==> config.mk <==
export PLATFORM = sky130hd
export DESIGN_NAME = icf_isqrt
export DESIGN_NICKNAME = d
export VERILOG_FILES = /design/src/rtl/icf_isqrt.sv
export SDC_FILE = /design/constraint.sdc
export NUM_CORES = 1
export LEC_CHECK = 0
export BUFFER_PORTS_ARGS = -buffer_cell sky130_fd_sc_hd__buf_2
export CAP_MARGIN = 20
export CORE_UTILIZATION = 55
export DETAILED_ROUTE_END_ITERATION = 10
export HOLD_SLACK_MARGIN = 0.12
export PLACE_DENSITY = 0.75
export SYNTH_ARGS = -nofsm -noshare
export SYNTH_HDL_FRONTEND = slang
export SYNTH_SLANG_ARGS = --single-unit
==> constraint.sdc <==
create_clock -name clk_i -period 7.3 [get_ports clk_i]
set_input_delay 1.46 -clock clk_i [delete_from_list [all_inputs] [get_ports clk_i]]
set_output_delay 1.46 -clock clk_i [all_outputs]
set_load 0.05 [all_outputs]
==> src/rtl/icf_isqrt.sv <==
`default_nettype none
// bit-serial square root, one result bit per cycle
module icf_isqrt (
  input  logic        clk_i,
  input  logic        rst_ni,
  input  logic        start_i,
  input  logic [56:0] rad_i,
  output logic        done_o,
  output logic [28:0] root_o
);

  logic [57:0] rem_q, rem_d;
  logic [28:0] root_q, root_d;
  logic [57:0] rad_q, rad_d;
  logic [4:0]  cnt_q, cnt_d;
  logic        busy_q, busy_d;
  logic [57:0] trial;
  logic [57:0] shifted;

  // radicand taken as 58 bits, two bits per step, top pair first
  assign shifted = {rem_q[55:0], rad_q[57:56]};
  assign trial   = {27'd0, root_q, 2'b01};

  always_comb begin
    rem_d  = rem_q;
    root_d = root_q;
    rad_d  = rad_q;
    cnt_d  = cnt_q;
    busy_d = busy_q;
    done_o = 1'b0;
    if (start_i) begin
      rem_d  = '0;
      root_d = '0;
      rad_d  = {1'b0, rad_i};
      cnt_d  = 5'd0;
      busy_d = 1'b1;
    end else if (busy_q) begin
      if (shifted >= trial) begin
        rem_d  = shifted - trial;
        root_d = {root_q[27:0], 1'b1};
      end else begin
        rem_d  = shifted;
        root_d = {root_q[27:0], 1'b0};
      end
      rad_d = {rad_q[55:0], 2'b00};
      cnt_d = cnt_q + 5'd1;
      if (cnt_q == 5'd28) begin
        busy_d = 1'b0;
        done_o = 1'b1;
      end
    end
  end

  always_ff @(posedge clk_i or negedge rst_ni) begin
    if (!rst_ni) begin
      busy_q <= 1'b0;
      cnt_q  <= '0;
    end else begin
      busy_q <= busy_d;
      cnt_q  <= cnt_d;
    end
  end

  always_ff @(posedge clk_i) begin
    rem_q  <= rem_d;
    root_q <= root_d;
    rad_q  <= rad_d;
  end

  assign root_o = root_d;
endmodule
`default_nettype wire

==> flow_summary.yaml, run 1 <==
drt:
  route.detailed.vias_per_inst: 5.82
  detailedRoute.firstIterationViolations: 446
  detail_route.first_pass.iterations: 8
  num_vias: 6604
  antenna_violating_nets_post_route: 0
  routed_wirelength_um: 18600
  post_drt_wl_per_cell_um: 16.4
  drc: 1
cells_and_area:
  num_antenna_cells: 0
  post-route-cell-area_um2: 9500
  drive_above_1_share: 0.209
  final_common_cell: "sky130_fd_sc_hd__nor2_1"
  layout.nets: 1030
  area_delta_synth_final_pct: 12.9
  mostFrequentLayoutCells: "sky130_fd_sc_hd__nor2_1 (120), sky130_fd_sc_hd__buf_2 (88), sky130_fd_sc_hd__dfxtp_1 (86)"
clocking:
  root_buffer: "sky130_fd_sc_hd__clkbuf_16"
  reg_clk_slew_reported_paths_ns: 0.06
  insertion_delay_ns: 0.44
  tritoncts_clock_tree: "done"
  post_cts_resize_count: 0
  hold_buffers: 0
  post_cts_buffers: 0
  numCtsBuffers: 17
  cts_sinks: 149
  cts_max_path_buffers: 2
  htree_num_levels: 4
die:
  die_area_um2: 15800
  floorplan.initialDensity: 0.570
  io-pin-count: 90
  num_rows: 44
  die_y_um: 126
  core_area_um2: 14800
  die_w_um: 126
timing:
  clock_skew_ns: 0.0106
  fin_tns_setup_ns: 0
  slew_violations: 0
  rsz0062_at_grt: "no"
  headroom_to_the_max_slew_limit: 0.438
  final_critical_path_setup_slack_ns: 2.63
  final.min_clock_period_ns: 4.67
  hold_viol: 0
  setup_viol_count_final: 0
  period_share: 0.640
  max_clock_freq_mhz: 214
  tightestPinTransition_ns: 0.843
logic_synthesis:
  synth_seq_area_share: 0.426
  asyncSetResetFlopFracSynth: 0.0403
  yosys_warns: 0
  synth.distinct_cells: 75
  synth_enable_flop_cells: 57
  synth-simple-area-share: 0.152
  synth.mux.area_fraction: 0.113
  syn-instance-count: 878
  synth.net_count: 971
  synth-main-ff-cell: "sky130_fd_sc_hd__dfxtp_1"
  ys_seq_elements: 149
  post_synthesis_compound_gate_area_fraction: 0.163
  syn-cell-area_um2: 8410
  synth_xor_area_frac: 0.0489
  synth_fa_ha_area_frac: 0.0491
  synth_area_per_cell_um2: 9.58
  dominant_combinational_cell_family_by_area_after_synthesis: "compound AO/OA/AOI/OAI gates"
setup_path:
  most_used_cell_along_the_critical_path: "sky130_fd_sc_hd__a211oi_1"
  cp.arrival_ns: 3.21
  timing.critical_path.slowest_cell_delay_ns: 0.46
  worst-endpoint-required_ns: 5.84
  cp_max_fo: 8
  timing.critical_path.from_type: "flip-flop"
  path_cells: "inv_1 > ha_1 > and3_1 > nand4_1 > a211oi_1 > nor2_1 > a221oi_4 > nor2_4 > a211oi_1 > buf_2"
  reg2reg_slack_ns: 3.60
  crit_slowest_cell: "sky130_fd_sc_hd__a221oi_4"
  worst-setup-path-type: "reg2out"
  critPathCaptureType: "primary output"
power:
  net-switching-power_mw: 1.62
  power.internal_mw: 2.37
  seq_power_share: 0.294
  vdd.ir_drop.worst_mv: 0.206
  power.density_cell_area_nw_per_um2: 420
  switching_share: 0.405
  p_leak_nw: 4.05
  totalPowerFinal_mw: 3.99
  combinationalPowerShare: 0.489
  p_clk_frac: 0.217
place:
  dpl_worst_slack_ns: 3.00
  detailedPlacementHpwl_um: 13000
  gpl.final_weighted_congestion: 0.893
  port-buffer-count: 89
  detailed_place.area_um2: 8910
outcome:
  outcome: "finished, violations left"
  failed_checks: "DRC"
grt:
  grt_max_degree: 81
  antenna_found_initial: 1
  global_route_wire_length_before_repair_um: 30700
  grt.overflow.total: 0
  groute.usage.overall: 0.244
  grt_pass1_vias: 6335
run:
  cap_violations: 0
worst_hold_path:
  worst_hold_path_type: "reg2reg"
## layout make-up
class | count | area, um2
fill | 1206 | 5260
multi-input combinational | 631 | 4430
sequential | 149 | 3590
timing repair buffer | 94 | 510
clock buffer | 18 | 429
tap | 184 | 230
inverter | 44 | 165
clock inverter | 14 | 150
## cell families after synthesis
group / Yosys count
AO/OA/AOI/OAI: 198
buffers and inverters: 98
XOR/XNOR: 47
AND/OR/NAND/NOR: 265
adder cells (fa/ha/maj): 33
multiplexers: 88
flip-flops: 149
## routing by layer
metal,part of all wire,wire [um],GRT usage
met5,0.00070,13,0
met4,0.023,421,0.0947
met3,0.062,1160,0.0697
met2,0.44,8090,0.373
met1,0.48,8880,0.327
## state kept, by name, indices dropped and copies added (netlist names)
name and cells:
rad_q 58, rem_q 56, root_q 29, cnt_q 5, busy_q 1
## critical path, delay by kind of cell (launching register included)
family	cells	cell delay [ns]
AO/OA/AOI/OAI	3	1.05
AND/OR/NAND/NOR	4	0.58
adder cells (fa/ha/maj)	1	0.42
buffers and inverters	2	0.38
flip-flops	1	0.35
## Yosys cell counts (3+ instances only)
| cell | instances | area (um2) |
|---|---|---|
| sky130_fd_sc_hd__o21bai_1 | 9 | 67.6 |
| sky130_fd_sc_hd__o21ai_1 | 6 | 30.0 |
| sky130_fd_sc_hd__inv_1 | 44 | 165 |
| sky130_fd_sc_hd__nand3_1 | 13 | 65.1 |
| sky130_fd_sc_hd__nor4b_1 | 4 | 35.0 |
| sky130_fd_sc_hd__a31oi_1 | 4 | 25.0 |
| sky130_fd_sc_hd__or2_2 | 3 | 18.8 |
| sky130_fd_sc_hd__xnor2_1 | 27 | 236 |
| sky130_fd_sc_hd__a21oi_1 | 54 | 270 |
| sky130_fd_sc_hd__nand2_1 | 43 | 161 |
| sky130_fd_sc_hd__clkbuf_1 | 37 | 139 |
| sky130_fd_sc_hd__nand2b_1 | 6 | 37.5 |
| sky130_fd_sc_hd__nor2_1 | 120 | 450 |
| sky130_fd_sc_hd__dfrtp_1 | 6 | 150 |
| sky130_fd_sc_hd__buf_1 | 4 | 15.0 |
| sky130_fd_sc_hd__or3_1 | 6 | 37.5 |
| sky130_fd_sc_hd__a211oi_1 | 40 | 300 |
| sky130_fd_sc_hd__nor3_1 | 8 | 40.0 |
| sky130_fd_sc_hd__a22o_1 | 3 | 26.3 |
| sky130_fd_sc_hd__edfxtp_1 | 57 | 1710 |
| sky130_fd_sc_hd__o21a_1 | 5 | 37.5 |
| sky130_fd_sc_hd__and2_1 | 3 | 18.8 |
| sky130_fd_sc_hd__nand4_1 | 19 | 119 |
| sky130_fd_sc_hd__a311oi_1 | 5 | 43.8 |
| sky130_fd_sc_hd__o31ai_1 | 5 | 37.5 |
| sky130_fd_sc_hd__buf_2 | 7 | 35.0 |
| sky130_fd_sc_hd__or4_1 | 7 | 52.6 |
| sky130_fd_sc_hd__a21o_1 | 11 | 82.6 |
| sky130_fd_sc_hd__o41ai_1 | 3 | 26.3 |
| sky130_fd_sc_hd__nor2b_1 | 4 | 25.0 |
| sky130_fd_sc_hd__and3_1 | 5 | 31.3 |
| sky130_fd_sc_hd__nor4_1 | 11 | 68.8 |
| sky130_fd_sc_hd__xor2_1 | 20 | 175 |
| sky130_fd_sc_hd__ha_1 | 33 | 413 |
| sky130_fd_sc_hd__mux2_2 | 55 | 619 |
| sky130_fd_sc_hd__o21ba_2 | 3 | 30.0 |
| sky130_fd_sc_hd__a32oi_1 | 3 | 26.3 |
| sky130_fd_sc_hd__o21ai_0 | 26 | 130 |
| sky130_fd_sc_hd__dfxtp_1 | 86 | 1720 |
| sky130_fd_sc_hd__mux2i_1 | 33 | 330 |
## final timing paths
kind,startpoint,end,cells past startpoint
max,root_q[13]$_DFF_P_,root_o[0],10
min,rem_q[0]$_SDFFE_PP0P_,rem_q[0]$_SDFFE_PP0P_,2
max reg2reg,root_q[3]$_DFF_P_,rem_q[47]$_SDFFE_PP0P_,11
min reg2reg,rem_q[0]$_SDFFE_PP0P_,rem_q[0]$_SDFFE_PP0P_,2
max in group asynchronous,rst_ni,busy_q$_DFF_PN0_,1
min in group asynchronous,rst_ni,busy_q$_DFF_PN0_,1
## through the flow
stage	instances	hold WS, ns	utilization
after floorplan	878	0.443	-
after global placement	1100	0.457	0.603
after detailed placement	1101	0.462	0.604
after CTS	1133	0.470	0.643
after global routing	1134	0.516	0.644
final	1134	0.469	0.644
## power by group through the flow
stage | combinational, mW | sequential [mW] | clock, mW
floorplan | 1.60 | 1.13 | 0
global placement | 1.89 | 1.18 | 0
detailed placement | 1.91 | 1.18 | 0
CTS | 1.93 | 1.17 | 0.881
global route | 2.16 | 1.19 | 0.913
finish | 1.95 | 1.17 | 0.867
No activity file was read; power rests on OpenSTA's default activity.
==> run 2, diff against run 1 <==
- CORE_UTILIZATION: 55 -> 54
- PLACE_DENSITY: 0.75 -> 0.77
- clock period: 7.3 -> 4 ns (I/O delays scaled with it)
==> run 2 against run 1 <==
  * The run now ends clean
  * Sequential cell count unchanged
  * Largest power group unchanged
  * First-iteration DRC count increased by 1.6%
  * Clock-buffer cell count unchanged
  * Power increased by 83%
  * Largest cell class unchanged
  * Final cell count increased by 1.3%
==> flow_summary.yaml, run 2 (synthesis results as in run 1) <==
clocking:
  htree_num_levels: 4
  tritoncts_clock_tree: "done"
  insertion_delay_ns: 0.43
  hold_buffers: 0
  cts_sinks: 149
  numCtsBuffers: 17
  reg_clk_slew_reported_paths_ns: 0.07
  root_buffer: "sky130_fd_sc_hd__clkbuf_16"
  cts_max_path_buffers: 2
setup_path:
  timing.critical_path.from_type: "flip-flop"
  critical_path.reg2reg.endpoint: "rem_q[30]$_SDFFE_PP0P_"
  cp_max_fo: 7
  worst-setup-path-type: "reg2out"
  r2r_start: "root_q[0]$_DFF_P_"
  worst-endpoint-required_ns: 3.20
  r2r.worst_path.cells: 11
  cp.arrival_ns: 3.01
  critPathCaptureType: "primary output"
  reg2reg_slack_ns: 0.31
power:
  combinationalPowerShare: 0.502
  vdd.ir_drop.worst_mv: 0.359
  net-switching-power_mw: 2.99
  power.density_cell_area_nw_per_um2: 763
  seq_power_share: 0.292
  p_leak_nw: 4.08
  p_clk_frac: 0.206
  power.internal_mw: 4.30
  switching_share: 0.410
cells_and_area:
  mostFrequentLayoutCells: "sky130_fd_sc_hd__nor2_1 (120), sky130_fd_sc_hd__buf_2 (87), sky130_fd_sc_hd__dfxtp_1 (86)"
  final_common_cell: "sky130_fd_sc_hd__nor2_1"
  num_antenna_cells: 0
  reg.largest.list: "rad_q (58), rem_q (56), root_q (29)"
  top_register: "rad_q"
  layout.nets: 1041
  area_delta_synth_final_pct: 13.6
  largest_register_ffs: 58
  nFillCells: 1270
  drive_above_1_share: 0.224
grt:
  grt_pass1_vias: 6401
  antenna_found_initial: 0
  grt.overflow.total: 0
  global_route_wire_length_before_repair_um: 31400
  grt_max_degree: 64
  groute.usage.overall: 0.244
place:
  port-buffer-count: 89
  gpl.final_weighted_congestion: 0.910
  dpl_worst_slack_ns: 0.376
  detailedPlacementHpwl_um: 12900
die:
  die_area_um2: 16100
  floorplan.initialDensity: 0.553
  die_y_um: 127
  die_w_um: 127
  core_area_um2: 15200
  io-pin-count: 90
  num_rows: 45
drt:
  num_vias: 6713
  detail_route.first_pass.iterations: 5
  route.detailed.vias_per_inst: 5.84
  post_drt_wl_per_cell_um: 16.1
  routed_wirelength_um: 18500
  drc: 0
  antenna_violating_nets_post_route: 0
  detailedRoute.firstIterationViolations: 453
timing:
  headroom_to_the_max_slew_limit: 0.519
  final_critical_path_setup_slack_ns: 0.186
  rsz0062_at_grt: "no"
  final.min_clock_period_ns: 3.81
  hold_viol: 0
  tightestPinTransition_ns: 0.712
  fin_tns_setup_ns: 0
  clock_skew_ns: 0.0157
  slew_violations: 0
  period_share: 0.953
  max_clock_freq_mhz: 262
  setup_viol_count_final: 0
worst_hold_path:
  worst_hold_path_type: "in2async"
outcome:
  outcome: "finished, final reports clean"
run:
  cap_violations: 0
-- run 2: cell types whose count changed in the layout (fill, tap and decap cells not counted), moves of 2 or more --
| cell | before | now |
|---|---|---|
| sky130_fd_sc_hd__a211oi_1 | 40 | 38 |
| sky130_fd_sc_hd__a211oi_2 | 0 | 2 |
| sky130_fd_sc_hd__buf_12 | 2 | 0 |
| sky130_fd_sc_hd__inv_8 | 0 | 2 |
| sky130_fd_sc_hd__bufinv_16 | 2 | 0 |
| sky130_fd_sc_hd__buf_4 | 4 | 18 |
-- run 2: metal layers --
metal  vias up  share of wire  global-route usage
met5         -              0                   0
li1       3341              -                   -
met4         0          0.018              0.0826
met3        29          0.070              0.0772
met1      3142           0.46               0.327
met2       201           0.45               0.374
-- run 2: layout make-up --
class,instances,area (um2),share of cell area
clock buffers,18,439,0.0460
repair buffers,105,571,0.0597
inverters,44,165,0.0173
multi-input cells,631,4440,0.465
clock inverters,14,114,0.0119
well taps,188,235,0.0246
flip-flops and latches,149,3590,0.376
-- run 2: worst max path at each step --
| stage | from | to | depth (start not counted) |
|---|---|---|---|
| 6_report | root_q[9]$_DFF_P_ | root_o[0] | 10 |
| 4_1_cts | root_q[9]$_DFF_P_ | root_o[0] | 10 |
| 5_1_grt | root_q[15]$_DFF_P_ | root_o[0] | 10 |
| 3_5_place_dp | rem_q[40]$_SDFFE_PP0P_ | rem_q[32]$_SDFFE_PP0P_ | 10 |
| 2_1_floorplan | root_q[18]$_DFF_P_ | root_o[0] | 10 |
| 3_3_place_gp | root_q[3]$_DFF_P_ | rem_q[47]$_SDFFE_PP0P_ | 11 |
-- run 2: power groups by stage --
stage	sequential (mW)	clock, mW	combinational [mW]
floorplan	2.07	0	2.91
global placement	2.15	0	3.52
detailed placement	2.14	0	3.55
CTS	2.12	1.53	3.61
global route	2.16	1.60	4.08
finish	2.13	1.50	3.66
-- run 2: metrics by stage --
stage                     cell area [um2]  cells  power [mW]  hold slack [ns]   util
after floorplan                      8420    878        4.98            0.443      -
after global placement               8980   1116        5.67            0.462  0.591
after detailed placement             8980   1116        5.70            0.466  0.591
after CTS                            9530   1148        7.26            0.171  0.627
after global routing                 9550   1149        7.85            0.171  0.628
final                                9550   1149        7.29            0.182  0.628
-- run 2: worst max-delay path: stages, from the launching register on --
cell and delay [ns]:
sky130_fd_sc_hd__dfxtp_1 0.37, sky130_fd_sc_hd__inv_1 0.06, sky130_fd_sc_hd__ha_1 0.39, sky130_fd_sc_hd__and3_1 0.25, sky130_fd_sc_hd__nand4_1 0.16, sky130_fd_sc_hd__a211oi_2 0.27
sky130_fd_sc_hd__nor2_1 0.10, sky130_fd_sc_hd__a221oi_4 0.34, sky130_fd_sc_hd__nor2_4 0.06, sky130_fd_sc_hd__a211oi_2 0.30, sky130_fd_sc_hd__buf_4 0.27
-- run 2: what timing repair did --
| item | in CTS | in global routing |
|---|---|---|
| buffers inserted | 0 | 1 |
| pin swaps | 0 | 1 |
| setup endpoints to repair | 1 | 1 |
| gates resized for setup | 1 | 3 |
==> run 3, diff against run 2 <==
- BUFFER_PORTS_ARGS: -buffer_cell sky130_fd_sc_hd__buf_2 -> -buffer_cell sky130_fd_sc_hd__clkbuf_2
- SLEW_MARGIN: default -> 20
==> run 3 against run 2 <==
  * Clock-buffer cell count grew 1
  * Power up 0.22%
  * Clock skew is 0.0053 ns lower
  * Cell area rose by 0.14%
  * Clock power about the same
  * Final cell count about the same
  * Fmax fell by 2.0%
  * Sequential power about the same
==> flow_summary.yaml, run 3 (synthesis results as in run 1) <==
cells_and_area:
  largest_register_ffs: 58
  layout.nets: 1042
  drive_above_1_share: 0.222
  reg.largest.list: "rad_q (58), rem_q (56), root_q (29)"
  num_antenna_cells: 0
  top_register: "rad_q"
  area_delta_synth_final_pct: 13.7
  mostFrequentLayoutCells: "sky130_fd_sc_hd__nor2_1 (120), sky130_fd_sc_hd__clkbuf_2 (87), sky130_fd_sc_hd__dfxtp_1 (86)"
  final_common_cell: "sky130_fd_sc_hd__nor2_1"
  multi_input_comb_area_um2: 4440
  final-seq-area_um2: 3590
  non_filler_instance_count_after_layout: 1150
  post-route-cell-area_um2: 9570
  nFillCells: 1252
setup_path:
  timing.critical_path.depth: 7
  path_cells: "or4_1 > or4_4 > a2111oi_4 > nand2_2 > nor2_4 > a211oi_4 > buf_6"
  cp.arrival_ns: 3.09
  r2r_start: "root_q[3]$_DFF_P_"
  timing.critical_path.from_type: "flip-flop"
  critical_path.reg2reg.endpoint: "rem_q[47]$_SDFFE_PP0P_"
  worst_setup_path_startpoint: "rem_q[40]$_SDFFE_PP0P_"
  crit_slowest_cell: "sky130_fd_sc_hd__or4_1"
  cp_max_fo: 7
  worst-setup-path-type: "reg2out"
  worstPathBufferInverterCount: 1
  reg2reg_slack_ns: 0.35
  critPathCaptureType: "primary output"
  endpoint: "root_o[0]"
  r2r.worst_path.cells: 11
  worst-endpoint-required_ns: 3.20
  critPathTopFamily: "simple AND/OR/NAND/NOR gates"
  timing.critical_path.slowest_cell_delay_ns: 0.70
timing:
  max_clock_freq_mhz: 257
  fin_tns_setup_ns: 0
  setup_viol_count_final: 0
  clock_skew_ns: 0.0104
  final_critical_path_setup_slack_ns: 0.110
  tightestPinTransition_ns: 0.952
  final.min_clock_period_ns: 3.89
  hold_viol: 0
  slew_violations: 0
  headroom_to_the_max_slew_limit: 0.365
  period_share: 0.973
  fin_worst_hold_slack_ns: 0.187
clocking:
  cts_sinks: 149
  root_buffer: "sky130_fd_sc_hd__clkbuf_16"
  numCtsBuffers: 17
  reg_clk_slew_reported_paths_ns: 0.07
  hold_buffers: 0
  htree_num_levels: 4
  tritoncts_clock_tree: "done"
  cts_max_path_buffers: 2
  insertion_delay_ns: 0.43
drt:
  routed_wirelength_um: 18600
  num_vias: 6665
  antenna_violating_nets_post_route: 0
  post_drt_wl_per_cell_um: 16.2
  detail_route.first_pass.iterations: 5
  route.detailed.vias_per_inst: 5.80
  detailedRoute.firstIterationViolations: 587
  drc: 0
grt:
  grt_max_degree: 79
  globalRouteMet3Util: 0.0679
  global_route_wire_length_before_repair_um: 31100
  grt.overflow.total: 0
  grt_util_met2: 0.386
  grt_pass1_vias: 6388
  groute.usage.overall: 0.242
  most_congested_layer_reported_by_global_routing: "met2"
  antenna_found_initial: 0
  gr-usage-met1: 0.320
place:
  gpl.final_weighted_congestion: 0.918
  dpl_worst_slack_ns: 0.447
  detailed_place.area_um2: 8970
  placed_cells: 1115
  detailedPlacementHpwl_um: 13000
  port-buffer-count: 89
outcome:
  outcome: "finished, final reports clean"
power:
  p_leak_nw: 4.07
  vdd.ir_drop.worst_mv: 0.436
  power.density_cell_area_nw_per_um2: 763
die:
  floorplan.initialDensity: 0.553
  die_y_um: 127
  die_area_um2: 16100
  die_w_um: 127
  core_area_um2: 15200
  io-pin-count: 90
  num_rows: 45
worst_hold_path:
  worst_hold_path_type: "in2async"
run:
  cap_violations: 0
[run 3: area by class of cell]
type,instances,area share
Multi-Input combinational cell,631,0.464
Sequential cell,149,0.375
Timing Repair Buffer,106,0.0608
Clock buffer,19,0.0463
Tap cell,188,0.0246
Inverter,44,0.0173
Clock inverter,13,0.0116
[run 3: layer usage]
| metal | vias to the layer above | wire length [um] | part of all wire |
|---|---|---|---|
| met3 | 24 | 1110 | 0.060 |
| li1 | 3336 | - | - |
| met1 | 3120 | 8740 | 0.47 |
| met4 | 0 | 264 | 0.014 |
| met2 | 185 | 8520 | 0.46 |
| met5 | - | 0 | 0 |
[run 3: how the worst min path moves through the flow]
stage,end,start,cells past startpoint,slack [ns]
global placement,rem_q[0]$_SDFFE_PP0P_,rem_q[0]$_SDFFE_PP0P_,2,0.46
global route,busy_q$_DFF_PN0_,rst_ni,1,0.18
detailed placement,rem_q[10]$_SDFFE_PP0P_,rem_q[10]$_SDFFE_PP0P_,2,0.46
floorplan,rem_q[0]$_SDFFE_PP0P_,rem_q[0]$_SDFFE_PP0P_,2,0.44
CTS,busy_q$_DFF_PN0_,rst_ni,1,0.18
finish,busy_q$_DFF_PN0_,rst_ni,1,0.19
[run 3: where the power goes]
group          switching (mW)  internal, mW
sequential              0.254          1.88
combinational            2.06          1.60
clock                   0.689         0.828
[run 3: stage by stage]
step	power [mW]	utilization
finish	7.30	0.629
global route	7.81	0.629
CTS	7.25	0.627
detailed placement	5.71	0.590
global placement	5.65	0.590
floorplan	4.98	-
[run 3: what timing repair did]
| item | in CTS | in global routing |
|---|---|---|
| hold endpoints to repair | 0 | 0 |
| pin swaps | 0 | 1 |
| setup buffers | 0 | 3 |
| endpoints found under the setup margin | 1 | 1 |
| gates resized for setup | 1 | 4 |
